`src/rtl/edr_pkg.sv`:
```
// Shared types, codes and helpers for the port error-disable recovery block.
package edr_pkg;

    localparam int SOURCES   = 8;
    localparam int FUNC_W    = 2;
    localparam int PORT_W    = 5;
    localparam int SRC_W     = 4;
    localparam int ACT_W     = 2;
    localparam int SMASK_W   = 8;
    localparam int CD_W      = 17;
    localparam int DMASK_W   = 32;
    localparam int CFG_IDX_W = 2;

    // func codes
    localparam logic [FUNC_W-1:0] FUNC_ERROR   = 2'd0;
    localparam logic [FUNC_W-1:0] FUNC_TICK    = 2'd1;
    localparam logic [FUNC_W-1:0] FUNC_RECOVER = 2'd2;
    localparam logic [FUNC_W-1:0] FUNC_CONFIG  = 2'd3;

    // action codes
    localparam logic [ACT_W-1:0] ACT_NONE    = 2'd0;
    localparam logic [ACT_W-1:0] ACT_DISABLE = 2'd1;
    localparam logic [ACT_W-1:0] ACT_TIMER   = 2'd2;
    localparam logic [ACT_W-1:0] ACT_CMD     = 2'd3;

    // config register indexes
    localparam logic [CFG_IDX_W-1:0] REG_DETECT   = 2'd0;
    localparam logic [CFG_IDX_W-1:0] REG_RECOVER  = 2'd1;
    localparam logic [CFG_IDX_W-1:0] REG_INTERVAL = 2'd2;

    localparam logic [CD_W-1:0] INTERVAL_RST = 17'd300;
    localparam logic [CD_W-1:0] CD_ONE       = 17'd1;
    localparam logic [SRC_W-1:0] SRC_NONE    = 4'd0;

    typedef struct packed {
        logic [FUNC_W-1:0] func;
        logic [PORT_W-1:0] port;
        logic [SRC_W-1:0]  err_src;
    } t_in;

    typedef struct packed {
        logic [ACT_W-1:0]   action;
        logic [PORT_W-1:0]  out_port;
        logic [SRC_W-1:0]   out_src;
        logic [DMASK_W-1:0] disabled_mask;
        logic               last;
    } t_out;

    // classified command between front and back
    typedef struct packed {
        logic [FUNC_W-1:0] func;
        logic [PORT_W-1:0] port;
        logic [SRC_W-1:0]  src;
        logic              in_range;
        logic              hit;
    } t_cmd;

    typedef struct packed {
        logic [SMASK_W-1:0] recover_mask;
        logic [CD_W-1:0]    recover_interval;
    } t_cfg;

    // source s (1..SOURCES) selected by mask bit s-1; anything else never matches
    function automatic logic src_in(input logic [SMASK_W-1:0] mask,
                                    input logic [SRC_W-1:0] s);
        logic ok;
        logic [SRC_W-1:0] sm1;
        ok  = (s >= 4'd1) && (int'(s) <= SOURCES) && (s <= 4'd8);
        sm1 = s - 4'd1;
        return ok && mask[sm1[2:0]];
    endfunction

endpackage

```
`src/rtl/edr_front.sv`:
```
// Front end: accepts input beats, classifies them and queues commands for the back end.
module edr_front #(
    parameter int NPORT = 32
) (
    input  logic                               i_clk,
    input  logic                               i_rst_n,
    input  logic                               i_in_valid,
    input  edr_pkg::t_in                       i_in_data,
    output logic                               o_in_stall,
    input  logic [edr_pkg::SMASK_W-1:0]        i_detect_mask,
    output logic                               o_cmd_valid,
    output edr_pkg::t_cmd                      o_cmd,
    input  logic                               i_cmd_pop
);

    edr_pkg::t_cmd r_q [2];
    logic          r_wr;
    logic          r_rd;
    logic [1:0]    r_cnt;
    logic [1:0]    n_cnt;
    edr_pkg::t_cmd cls;
    logic          push;

    always_comb begin
        cls.func     = i_in_data.func;
        cls.port     = i_in_data.port;
        cls.src      = i_in_data.err_src;
        cls.in_range = int'(i_in_data.port) < NPORT;
        cls.hit      = cls.in_range && edr_pkg::src_in(i_detect_mask, i_in_data.err_src);
    end

    assign o_in_stall  = (r_cnt == 2'd2);
    assign push        = i_in_valid && !o_in_stall;
    assign o_cmd_valid = (r_cnt != 2'd0);
    assign o_cmd       = r_q[r_rd];

    always_comb begin
        n_cnt = r_cnt;
        case ({push, i_cmd_pop})
            2'b10:   n_cnt = r_cnt + 2'd1;
            2'b01:   n_cnt = r_cnt - 2'd1;
            default: n_cnt = r_cnt;
        endcase
    end

    always_ff @(posedge i_clk) begin
        if (!i_rst_n) begin
            r_wr  <= 1'b0;
            r_rd  <= 1'b0;
            r_cnt <= 2'd0;
        end else begin
            r_cnt <= n_cnt;
            if (push) begin
                r_wr <= !r_wr;
            end
            if (i_cmd_pop) begin
                r_rd <= !r_rd;
            end
        end
    end

    always_ff @(posedge i_clk) begin
        if (push) begin
            r_q[r_wr] <= cls;
        end
    end

    a_pop_nonempty: assert property (@(posedge i_clk) disable iff (!i_rst_n)
        i_cmd_pop |-> (r_cnt != 2'd0))
        else $error("pop from empty command queue");

endmodule

```
`src/rtl/edr_back.sv`:
```
// Back end: per-port state, single-beat commands and the port sweep for tick and config.
module edr_back #(
    parameter int NPORT = 32
) (
    input  logic          i_clk,
    input  logic          i_rst_n,
    input  edr_pkg::t_cfg i_cfg,
    input  logic          i_cmd_valid,
    input  edr_pkg::t_cmd i_cmd,
    output logic          o_cmd_pop,
    output logic          o_out_valid,
    output edr_pkg::t_out o_out_data,
    input  logic          i_out_stall
);

    localparam int IW = (NPORT > 1) ? $clog2(NPORT) : 1;
    localparam int PW = edr_pkg::PORT_W;
    localparam int DW = edr_pkg::DMASK_W;
    localparam int CW = edr_pkg::CD_W;
    localparam int SW = edr_pkg::SRC_W;

    typedef enum logic [2:0] {
        S_IDLE  = 3'b001,
        S_SWEEP = 3'b010,
        S_DONE  = 3'b100
    } t_state;

    t_state                     r_state;
    logic [edr_pkg::FUNC_W-1:0] r_op;
    logic [IW-1:0]              r_idx;
    logic [NPORT-1:0]           r_off;
    logic [NPORT-1:0]           r_trig;
    logic [NPORT-1:0]           r_seen;
    logic [SW-1:0]              r_cause [NPORT];
    logic [SW-1:0]              r_armed [NPORT];
    logic [CW-1:0]              r_cd    [NPORT];
    logic                       r_hold_valid;
    edr_pkg::t_out              r_hold;
    logic                       r_out_valid;
    edr_pkg::t_out              r_out;

    logic [NPORT-1:0] n_off;
    logic [IW-1:0]    sel;
    logic             rd_off, rd_trig, rd_seen;
    logic [SW-1:0]    rd_cause, rd_armed;
    logic [CW-1:0]    rd_cd;
    logic             nw_off, nw_trig, nw_seen;
    logic [SW-1:0]    nw_cause, nw_armed;
    logic [CW-1:0]    nw_cd;
    logic             we, sweep_emit, do_single, step_ok, single, out_free;
    logic             rec_cause, rec_armed;
    logic [edr_pkg::ACT_W-1:0] emit_act;
    logic [SW-1:0]    emit_src;
    logic             push_out;
    edr_pkg::t_out    push_data;
    edr_pkg::t_out    sweep_res;

    assign sel      = (r_state == S_SWEEP) ? r_idx : i_cmd.port[IW-1:0];
    assign rd_off   = r_off[sel];
    assign rd_trig  = r_trig[sel];
    assign rd_seen  = r_seen[sel];
    assign rd_cause = r_cause[sel];
    assign rd_armed = r_armed[sel];
    assign rd_cd    = r_cd[sel];

    assign single    = (i_cmd.func == edr_pkg::FUNC_ERROR) ||
                       (i_cmd.func == edr_pkg::FUNC_RECOVER);
    assign out_free  = !r_out_valid || !i_out_stall;
    assign rec_cause = edr_pkg::src_in(i_cfg.recover_mask, rd_cause);
    assign rec_armed = edr_pkg::src_in(i_cfg.recover_mask, rd_armed);

    // next record of the selected port
    always_comb begin
        we         = 1'b0;
        do_single  = 1'b0;
        sweep_emit = 1'b0;
        step_ok    = 1'b1;
        emit_act   = edr_pkg::ACT_NONE;
        emit_src   = edr_pkg::SRC_NONE;
        nw_off     = rd_off;
        nw_trig    = rd_trig;
        nw_seen    = rd_seen;
        nw_cause   = rd_cause;
        nw_armed   = rd_armed;
        nw_cd      = rd_cd;
        case (r_state)
            S_IDLE: begin
                if (i_cmd_valid && single && out_free) begin
                    do_single = 1'b1;
                    if (i_cmd.func == edr_pkg::FUNC_ERROR) begin
                        if (i_cmd.hit) begin
                            we       = 1'b1;
                            nw_cause = i_cmd.src;
                            nw_off   = 1'b1;
                            nw_trig  = 1'b1;
                            emit_act = edr_pkg::ACT_DISABLE;
                            emit_src = i_cmd.src;
                        end
                    end else if (i_cmd.in_range) begin
                        we       = 1'b1;
                        nw_off   = 1'b0;
                        nw_trig  = 1'b0;
                        nw_seen  = 1'b0;
                        nw_cause = edr_pkg::SRC_NONE;
                        nw_armed = edr_pkg::SRC_NONE;
                        nw_cd    = '0;
                        if (rd_off) begin
                            emit_act = edr_pkg::ACT_CMD;
                            emit_src = rd_cause;
                        end
                    end
                end
            end
            S_SWEEP: begin
                if (rd_off) begin
                    if (r_op == edr_pkg::FUNC_TICK) begin
                        // first sweep after an error arms the countdown if the cause may recover
                        if ((rd_trig != rd_seen) && rec_cause) begin
                            nw_cd    = i_cfg.recover_interval;
                            nw_armed = rd_cause;
                            nw_seen  = rd_trig;
                        end
                        if (rec_cause && (nw_cd != '0)) begin
                            nw_cd = nw_cd - edr_pkg::CD_ONE;
                            if (nw_cd == '0) begin
                                sweep_emit = 1'b1;
                                emit_act   = edr_pkg::ACT_TIMER;
                                emit_src   = rd_cause;
                                nw_off     = 1'b0;
                                nw_trig    = 1'b0;
                                nw_seen    = 1'b0;
                                nw_cause   = edr_pkg::SRC_NONE;
                                nw_armed   = edr_pkg::SRC_NONE;
                            end
                        end
                    end else begin
                        // config applied: clamp, then arm or cancel
                        if (rd_cd > i_cfg.recover_interval) begin
                            nw_cd = i_cfg.recover_interval;
                        end
                        if (rd_armed != edr_pkg::SRC_NONE) begin
                            if (!rec_armed) begin
                                nw_cd    = '0;
                                nw_armed = edr_pkg::SRC_NONE;
                                nw_trig  = 1'b0;
                                nw_seen  = 1'b0;
                            end
                        end else if (rec_cause) begin
                            nw_cd    = i_cfg.recover_interval;
                            nw_armed = rd_cause;
                            nw_trig  = 1'b1;
                            nw_seen  = 1'b1;
                        end
                    end
                    // a second recovery needs the held one moved out first
                    step_ok = !(sweep_emit && r_hold_valid && !out_free);
                    we      = step_ok;
                end
            end
            default: begin
                we = 1'b0;
            end
        endcase
    end

    always_comb begin
        n_off = r_off;
        if (we) begin
            n_off[sel] = nw_off;
        end
    end

    always_comb begin
        sweep_res.action        = emit_act;
        sweep_res.out_port      = PW'(r_idx);
        sweep_res.out_src       = emit_src;
        sweep_res.disabled_mask = DW'(n_off);
        sweep_res.last          = 1'b0;

        push_out  = 1'b0;
        push_data = r_hold;
        case (r_state)
            S_IDLE: begin
                if (do_single) begin
                    push_out                = 1'b1;
                    push_data.action        = emit_act;
                    push_data.out_port      = i_cmd.port;
                    push_data.out_src       = emit_src;
                    push_data.disabled_mask = DW'(n_off);
                    push_data.last          = 1'b1;
                end
            end
            S_SWEEP: begin
                if (step_ok && sweep_emit && r_hold_valid) begin
                    push_out  = 1'b1;
                    push_data = r_hold;
                end
            end
            S_DONE: begin
                if (out_free) begin
                    push_out = 1'b1;
                    if (r_hold_valid) begin
                        push_data      = r_hold;
                        push_data.last = 1'b1;
                    end else begin
                        push_data.action        = edr_pkg::ACT_NONE;
                        push_data.out_port      = '0;
                        push_data.out_src       = edr_pkg::SRC_NONE;
                        push_data.disabled_mask = DW'(r_off);
                        push_data.last          = 1'b1;
                    end
                end
            end
            default: begin
                push_out = 1'b0;
            end
        endcase
    end

    assign o_cmd_pop   = (r_state == S_IDLE) && i_cmd_valid && (!single || out_free);
    assign o_out_valid = r_out_valid;
    assign o_out_data  = r_out;

    // control and per-port state
    always_ff @(posedge i_clk) begin
        if (!i_rst_n) begin
            r_state      <= S_IDLE;
            r_op         <= edr_pkg::FUNC_TICK;
            r_idx        <= '0;
            r_off        <= '0;
            r_trig       <= '0;
            r_seen       <= '0;
            r_hold_valid <= 1'b0;
            r_out_valid  <= 1'b0;
            for (int p = 0; p < NPORT; p++) begin
                r_cause[p] <= '0;
                r_armed[p] <= '0;
                r_cd[p]    <= '0;
            end
        end else begin
            r_off <= n_off;
            if (we) begin
                r_trig[sel]  <= nw_trig;
                r_seen[sel]  <= nw_seen;
                r_cause[sel] <= nw_cause;
                r_armed[sel] <= nw_armed;
                r_cd[sel]    <= nw_cd;
            end
            if (push_out) begin
                r_out_valid <= 1'b1;
            end else if (!i_out_stall) begin
                r_out_valid <= 1'b0;
            end
            case (r_state)
                S_IDLE: begin
                    if (i_cmd_valid && !single) begin
                        r_op    <= i_cmd.func;
                        r_idx   <= '0;
                        r_state <= S_SWEEP;
                    end
                end
                S_SWEEP: begin
                    if (step_ok) begin
                        if (sweep_emit) begin
                            r_hold_valid <= 1'b1;
                        end
                        if (r_idx == IW'(NPORT - 1)) begin
                            r_state <= S_DONE;
                        end else begin
                            r_idx <= r_idx + IW'(1);
                        end
                    end
                end
                S_DONE: begin
                    if (out_free) begin
                        r_hold_valid <= 1'b0;
                        r_state      <= S_IDLE;
                    end
                end
                default: begin
                    r_state <= S_IDLE;
                end
            endcase
        end
    end

    // payload registers
    always_ff @(posedge i_clk) begin
        if (push_out) begin
            r_out <= push_data;
        end
        if ((r_state == S_SWEEP) && step_ok && sweep_emit) begin
            r_hold <= sweep_res;
        end
    end

    a_idle_no_hold: assert property (@(posedge i_clk) disable iff (!i_rst_n)
        (r_state == S_IDLE) |-> !r_hold_valid)
        else $error("held result left over after sweep");

    a_hold_timer: assert property (@(posedge i_clk) disable iff (!i_rst_n)
        r_hold_valid |-> (r_hold.action == edr_pkg::ACT_TIMER))
        else $error("held result is not a timer recovery");

    a_off_has_cause: assert property (@(posedge i_clk) disable iff (!i_rst_n)
        rd_off |-> (rd_cause != edr_pkg::SRC_NONE))
        else $error("disabled port without a cause");

    a_sweep_op: assert property (@(posedge i_clk) disable iff (!i_rst_n)
        (r_state == S_SWEEP) |->
            ((r_op == edr_pkg::FUNC_TICK) || (r_op == edr_pkg::FUNC_CONFIG)))
        else $error("sweep started for a single-beat command");

endmodule

```
`src/rtl/port_error_disable_recovery.sv`:
```
// Top level of the port error-disable recovery controller: config registers and front/back.
//
// Usage:
//   Input channel (i_in_valid / i_in_data / o_in_stall) carries one beat per event:
//   error event, one-second tick, recover command or config applied.
//   Output channel (o_out_valid / o_out_data / i_out_stall) returns one or more result
//   beats per input; the final one has last set.
//   Config channel (i_cfg_valid / o_cfg_ready / i_cfg_index / i_cfg_data) writes
//   detect_mask, recover_mask and recover_interval; it is always ready. Write it only
//   while the block is idle.
// Timing:
//   A two-entry command queue decouples the front end from the back end.
//   Error and recover commands need no sweep; their result is registered in the output register.
//   Tick and config walk every port once, PORTS (max 32), in a one-port-per-cycle sweep
//   over the per-port state, which pauses only as described below.
//   A stalled output holds its beat; the sweep pauses only when a second recovery
//   is found while the output is stalled and the one-beat hold register is full.
// Reset:
//   Synchronous, active low. All ports normal, all timers and flags cleared,
//   masks zero, interval 300. No clearing pass is needed.
module port_error_disable_recovery #(
    parameter int PORTS = 32
) (
    input  logic                                i_clk,
    input  logic                                i_rst_n,
    input  logic                                i_in_valid,
    input  edr_pkg::t_in                        i_in_data,
    output logic                                o_in_stall,
    output logic                                o_out_valid,
    output edr_pkg::t_out                       o_out_data,
    input  logic                                i_out_stall,
    input  logic                                i_cfg_valid,
    output logic                                o_cfg_ready,
    input  logic [edr_pkg::CFG_IDX_W-1:0]       i_cfg_index,
    input  logic [edr_pkg::CD_W-1:0]            i_cfg_data
);

    // port field is 5 bits, so at most 32 ports are addressable
    localparam int NPORT = (PORTS < 32) ? PORTS : 32;

    logic [edr_pkg::SMASK_W-1:0] r_detect_mask;
    logic [edr_pkg::SMASK_W-1:0] r_recover_mask;
    logic [edr_pkg::CD_W-1:0]    r_recover_interval;
    edr_pkg::t_cfg               cfg;
    logic                        cmd_valid;
    logic                        cmd_pop;
    edr_pkg::t_cmd               cmd;

    assign o_cfg_ready = 1'b1;

    // config write: index beyond the list is dropped
    always_ff @(posedge i_clk) begin
        if (!i_rst_n) begin
            r_detect_mask      <= '0;
            r_recover_mask     <= '0;
            r_recover_interval <= edr_pkg::INTERVAL_RST;
        end else if (i_cfg_valid && o_cfg_ready) begin
            case (i_cfg_index)
                edr_pkg::REG_DETECT:   r_detect_mask      <= i_cfg_data[edr_pkg::SMASK_W-1:0];
                edr_pkg::REG_RECOVER:  r_recover_mask     <= i_cfg_data[edr_pkg::SMASK_W-1:0];
                edr_pkg::REG_INTERVAL: r_recover_interval <= i_cfg_data;
                default: begin
                    r_recover_interval <= r_recover_interval;
                end
            endcase
        end
    end

    assign cfg.recover_mask     = r_recover_mask;
    assign cfg.recover_interval = r_recover_interval;

    // front: accept and classify (port range, detect hit)
    edr_front #(
        .NPORT(NPORT)
    ) u_front (
        .i_clk         (i_clk),
        .i_rst_n       (i_rst_n),
        .i_in_valid    (i_in_valid),
        .i_in_data     (i_in_data),
        .o_in_stall    (o_in_stall),
        .i_detect_mask (r_detect_mask),
        .o_cmd_valid   (cmd_valid),
        .o_cmd         (cmd),
        .i_cmd_pop     (cmd_pop)
    );

    // back: per-port state, sweep, result beats
    edr_back #(
        .NPORT(NPORT)
    ) u_back (
        .i_clk       (i_clk),
        .i_rst_n     (i_rst_n),
        .i_cfg       (cfg),
        .i_cmd_valid (cmd_valid),
        .i_cmd       (cmd),
        .o_cmd_pop   (cmd_pop),
        .o_out_valid (o_out_valid),
        .o_out_data  (o_out_data),
        .i_out_stall (i_out_stall)
    );

endmodule

```
`config.mk`:
```
export PLATFORM = sky130hd
export DESIGN_NAME = port_error_disable_recovery
export DESIGN_NICKNAME = d
export VERILOG_FILES = /design/src/rtl/edr_pkg.sv /design/src/rtl/edr_front.sv /design/src/rtl/edr_back.sv /design/src/rtl/port_error_disable_recovery.sv
export SDC_FILE = /design/constraint.sdc
export NUM_CORES = 2
export LEC_CHECK = 0
export BUFFER_PORTS_ARGS = -buffer_cell sky130_fd_sc_hd__buf_2
export CAP_MARGIN = 5
export CORE_AREA = 5 5 386 388
export DETAILED_ROUTE_END_ITERATION = 10
export DIE_AREA = 0 0 391 393
export PLACE_DENSITY = 0.59
export RECOVER_POWER = 25
export SYNTH_ARGS = -nofsm -noshare
export SYNTH_HDL_FRONTEND = slang
export SYNTH_HIERARCHICAL = 1
export SYNTH_SLANG_ARGS = --single-unit
```
`constraint.sdc`:
```
create_clock -name i_clk -period 23.2 [get_ports i_clk]
set_input_delay 3.48 -clock i_clk [delete_from_list [all_inputs] [get_ports i_clk]]
set_output_delay 3.48 -clock i_clk [all_outputs]
set_load 0.02 [all_outputs]
```
==> run summary <==
Status -> finished, violations left
Failing checks -> max-capacitance violations, max-slew violations
RePlAce Congestion -> 0.927
Clk_lat worst skew -> 0.76 ns
Post-layout util -> 38.7%
Hold Path Class -> reg2reg
Synthesized area -> 50300 um2
Peak Freq -> 0.0579 GHz
Die ar. -> 154000 um2
Worst VDD drop -> 87.4 uV
NumNets Final -> 4312
Post-synth ARST share -> 0%
RSZ-0062 raised after global routing -> false
Worst-path clk slew -> 0.06 ns
Initial core utilization -> 34.7%
Die Span Y -> 393 um
Final Cycle Share -> 74.4%
Largest net degree at the start of global routing -> 123
Main synth FF type -> edfxtp_1
H-tree lvl count -> 3
CP Capture Type -> flip-flop
Vias per inst -> 5.81
CP peak stage delay -> 1.90 ns
Number of flops mapped to enable cells by yosys -> 911
Initial antenna violation count -> 4
Final Skew -> 0.0692 ns
Power density cells -> 110 nW/um2
I/O pin cnt -> 82
Layout Area Growth over Synthesis -> 11.6%
Core Region -> 145000 um2
CP Class -> reg2reg
GRT overflow -> 0
Drt pass-1 iters -> 6
Maxcap violations -> 27
Min cycle time layout -> 17.27 ns
Final setup viols -> 0
Post-synthesis register bit count -> 1057
Synth top area share -> 54.4%
Num CTS Buffers -> 110
CTS Buffer Depth -> 3
CTS root buffer -> clkbuf_16
Net Count, Synth -> 4365
Setup_tns -> 0 ns
Leak -> 0.0193 uW
Post-DP HPWL -> 101 mm
Port buffer count -> 80
Critical Path AT -> 17.62 ns
Routed WL -> 163 mm
Sink Count -> 1057
Post-synthesis sequential area ratio -> 60.2%
Max_slew headroom -> -107%
Vias in the first global route -> 34500
Mapped Cells -> 4302
Width of the die -> 391 um
Residual DRC -> 0
First-pass GRT wire length -> 237 mm
Most common cell in the netlist -> edfxtp_1
Synth warnings -> 6
Syn avg cell area -> 11.7 um2
Total number of vias -> 36400
Layout cells sized above 1 -> 12.6%
Top cells by area, synth -> edfxtp_1 54%, nor2_1 6.7%, mux4_2 5.9%
Final max-slew violation count -> 801
PostCTS Resize Cnt -> 0
CTS tree -> built
Slowest-stage cell, CP -> clkbuf_1
Synth cell types -> 92
Total global-route track usage -> 20.6%
Initial DRC Count -> 4203
Final Hold Viols -> 0
WL/cell -> 26.0 um
Floorplan row count -> 140
Post-CTS Setup Bufs -> 0
Synth area leader -> edfxtp_1
CP startpoint kind -> flip-flop
Worst Path Max Fanout -> 62
Detail Route Antenna Nets -> 0
Hold Buf Count CTS -> 0
Worst Path Required -> 23.56 ns
Synth cell count leaders -> 911 x edfxtp_1, 899 x nor2_1, 368 x nand2_1
Worst Tran Pin Value -> 3.11 ns
-- metal layers --
layer | part of all wire [%] | global-route usage, % | vias up | wire length (um)
met1 | 41 | 28.2 | 18300 | 67000
li1 | - | - | 15900 | -
met2 | 46 | 32.6 | 1936 | 74700
met3 | 9.0 | 3.85 | 324 | 14600
met5 | 0 | 0 | - | 0
met4 | 4.1 | 7.87 | 0 | 6640
-- through the flow --
stage | cells | worst slack, ns | power (uW) | hold WS (ns) | cell area, um2
after CTS | 6257 | 11.36 | 6180 | 0.461 | 56400
after global placement | 6054 | 11.55 | 4440 | 0.443 | 52900
after global routing | 6257 | 5.26 | 6390 | 0.479 | 56100
after detailed placement | 6054 | 11.44 | 4450 | 0.452 | 52900
final | 6259 | 5.93 | 6180 | 0.461 | 56100
after floorplan | 4302 | 10.15 | 3620 | 0.431 | 50300
-- worst max-delay path, delay by kind of cell (launching register included) --
kind / cells / cell delay (ns)
compound gates: 8 / 3.27
mux: 3 / 1.62
simple gates: 11 / 2.70
flops: 1 / 0.65
fa+ha+maj: 2 / 0.76
buf+inv: 10 / 7.70
-- cell type report --
class / instances / area (um2)
fill: 13900 / 88900
inverter: 48 / 181
tap: 1917 / 2400
timing repair buffer: 226 / 1330
sequential: 1057 / 30300
multi-input combinational: 2806 / 18400
clock inverter: 61 / 489
clock buffer: 142 / 3020
antenna: 2 / 5.00
-- placed cells by master, fill, tap and decap left out, drive strengths merged, types with 23 or more instances in the layout --
cell type / Yosys / final
nand4: 48 / 48
nand3: 118 / 118
edfxtp: 911 / 911
dfxtp: 146 / 146
a22oi: 140 / 140
nor4: 23 / 23
ha: 28 / 28
mux4: 132 / 132
a31oi: 59 / 59
nor2: 899 / 899
a21oi: 168 / 168
buf: 202 / 139
nand2: 368 / 368
clkinv: 0 / 44
o21ai: 82 / 82
and3: 27 / 27
clkbuf: 189 / 229
a211oi: 82 / 82
nor3: 77 / 77
mux2i: 179 / 179
inv: 48 / 54
xnor2: 25 / 25
-- final timing paths --
check,from,end,slack [ns],depth (start not counted)
setup reg to reg,flip-flop,u_back/r_cd[23][1]$_SDFFCE_PN0P_,5.93,34
setup / recovery,flip-flop,u_back/r_cd[23][1]$_SDFFCE_PN0P_,5.93,34
hold / removal,r_detect_mask[5]$_SDFFE_PN0P_,r_detect_mask[5]$_SDFFE_PN0P_,0.46,2
hold reg to reg,r_detect_mask[5]$_SDFFE_PN0P_,r_detect_mask[5]$_SDFFE_PN0P_,0.46,2
-- power by group --
| part | internal (uW) | total (uW) | switching, uW |
|---|---|---|---|
| clock | 964 | 1740 | 771 |
| combinational | 586 | 2230 | 1640 |
| sequential | 2180 | 2210 | 36.3 |
-- cells by family (layout without fill, tap and decap cells) --
| logic type | count (synthesis) | in the layout | synth area share, % |
|---|---|---|---|
| AND/OR/NAND/NOR | 1673 | 1673 | 14.4 |
| flip-flops | 1057 | 1057 | 60.2 |
| AO/OA/AOI/OAI | 742 | 742 | 10.3 |
| buffers and inverters | 439 | 477 | 3.87 |
| multiplexers | 332 | 332 | 9.99 |
| XOR/XNOR | 29 | 29 | 0.505 |
| adder cells (fa/ha/maj) | 28 | 28 | 0.697 |
| other | 2 | 4 | 0.0149 |
-- flip-flops by register name, summed over array words and instances, names as in the netlist, 3 cells and up, named ones only --
signal              flops
r_detect_mask           8
r_recover_interval     17
r_recover_mask          8
u_back/o_out_data      44
u_back/r_armed        128
u_back/r_cause        128
u_back/r_cd           544
u_back/r_hold          43
u_back/r_idx            5
u_back/r_off           32
u_back/r_seen          32
u_back/r_state          3
u_back/r_trig          32
u_front/r_q            24
Power figures use the tool's default switching activity.
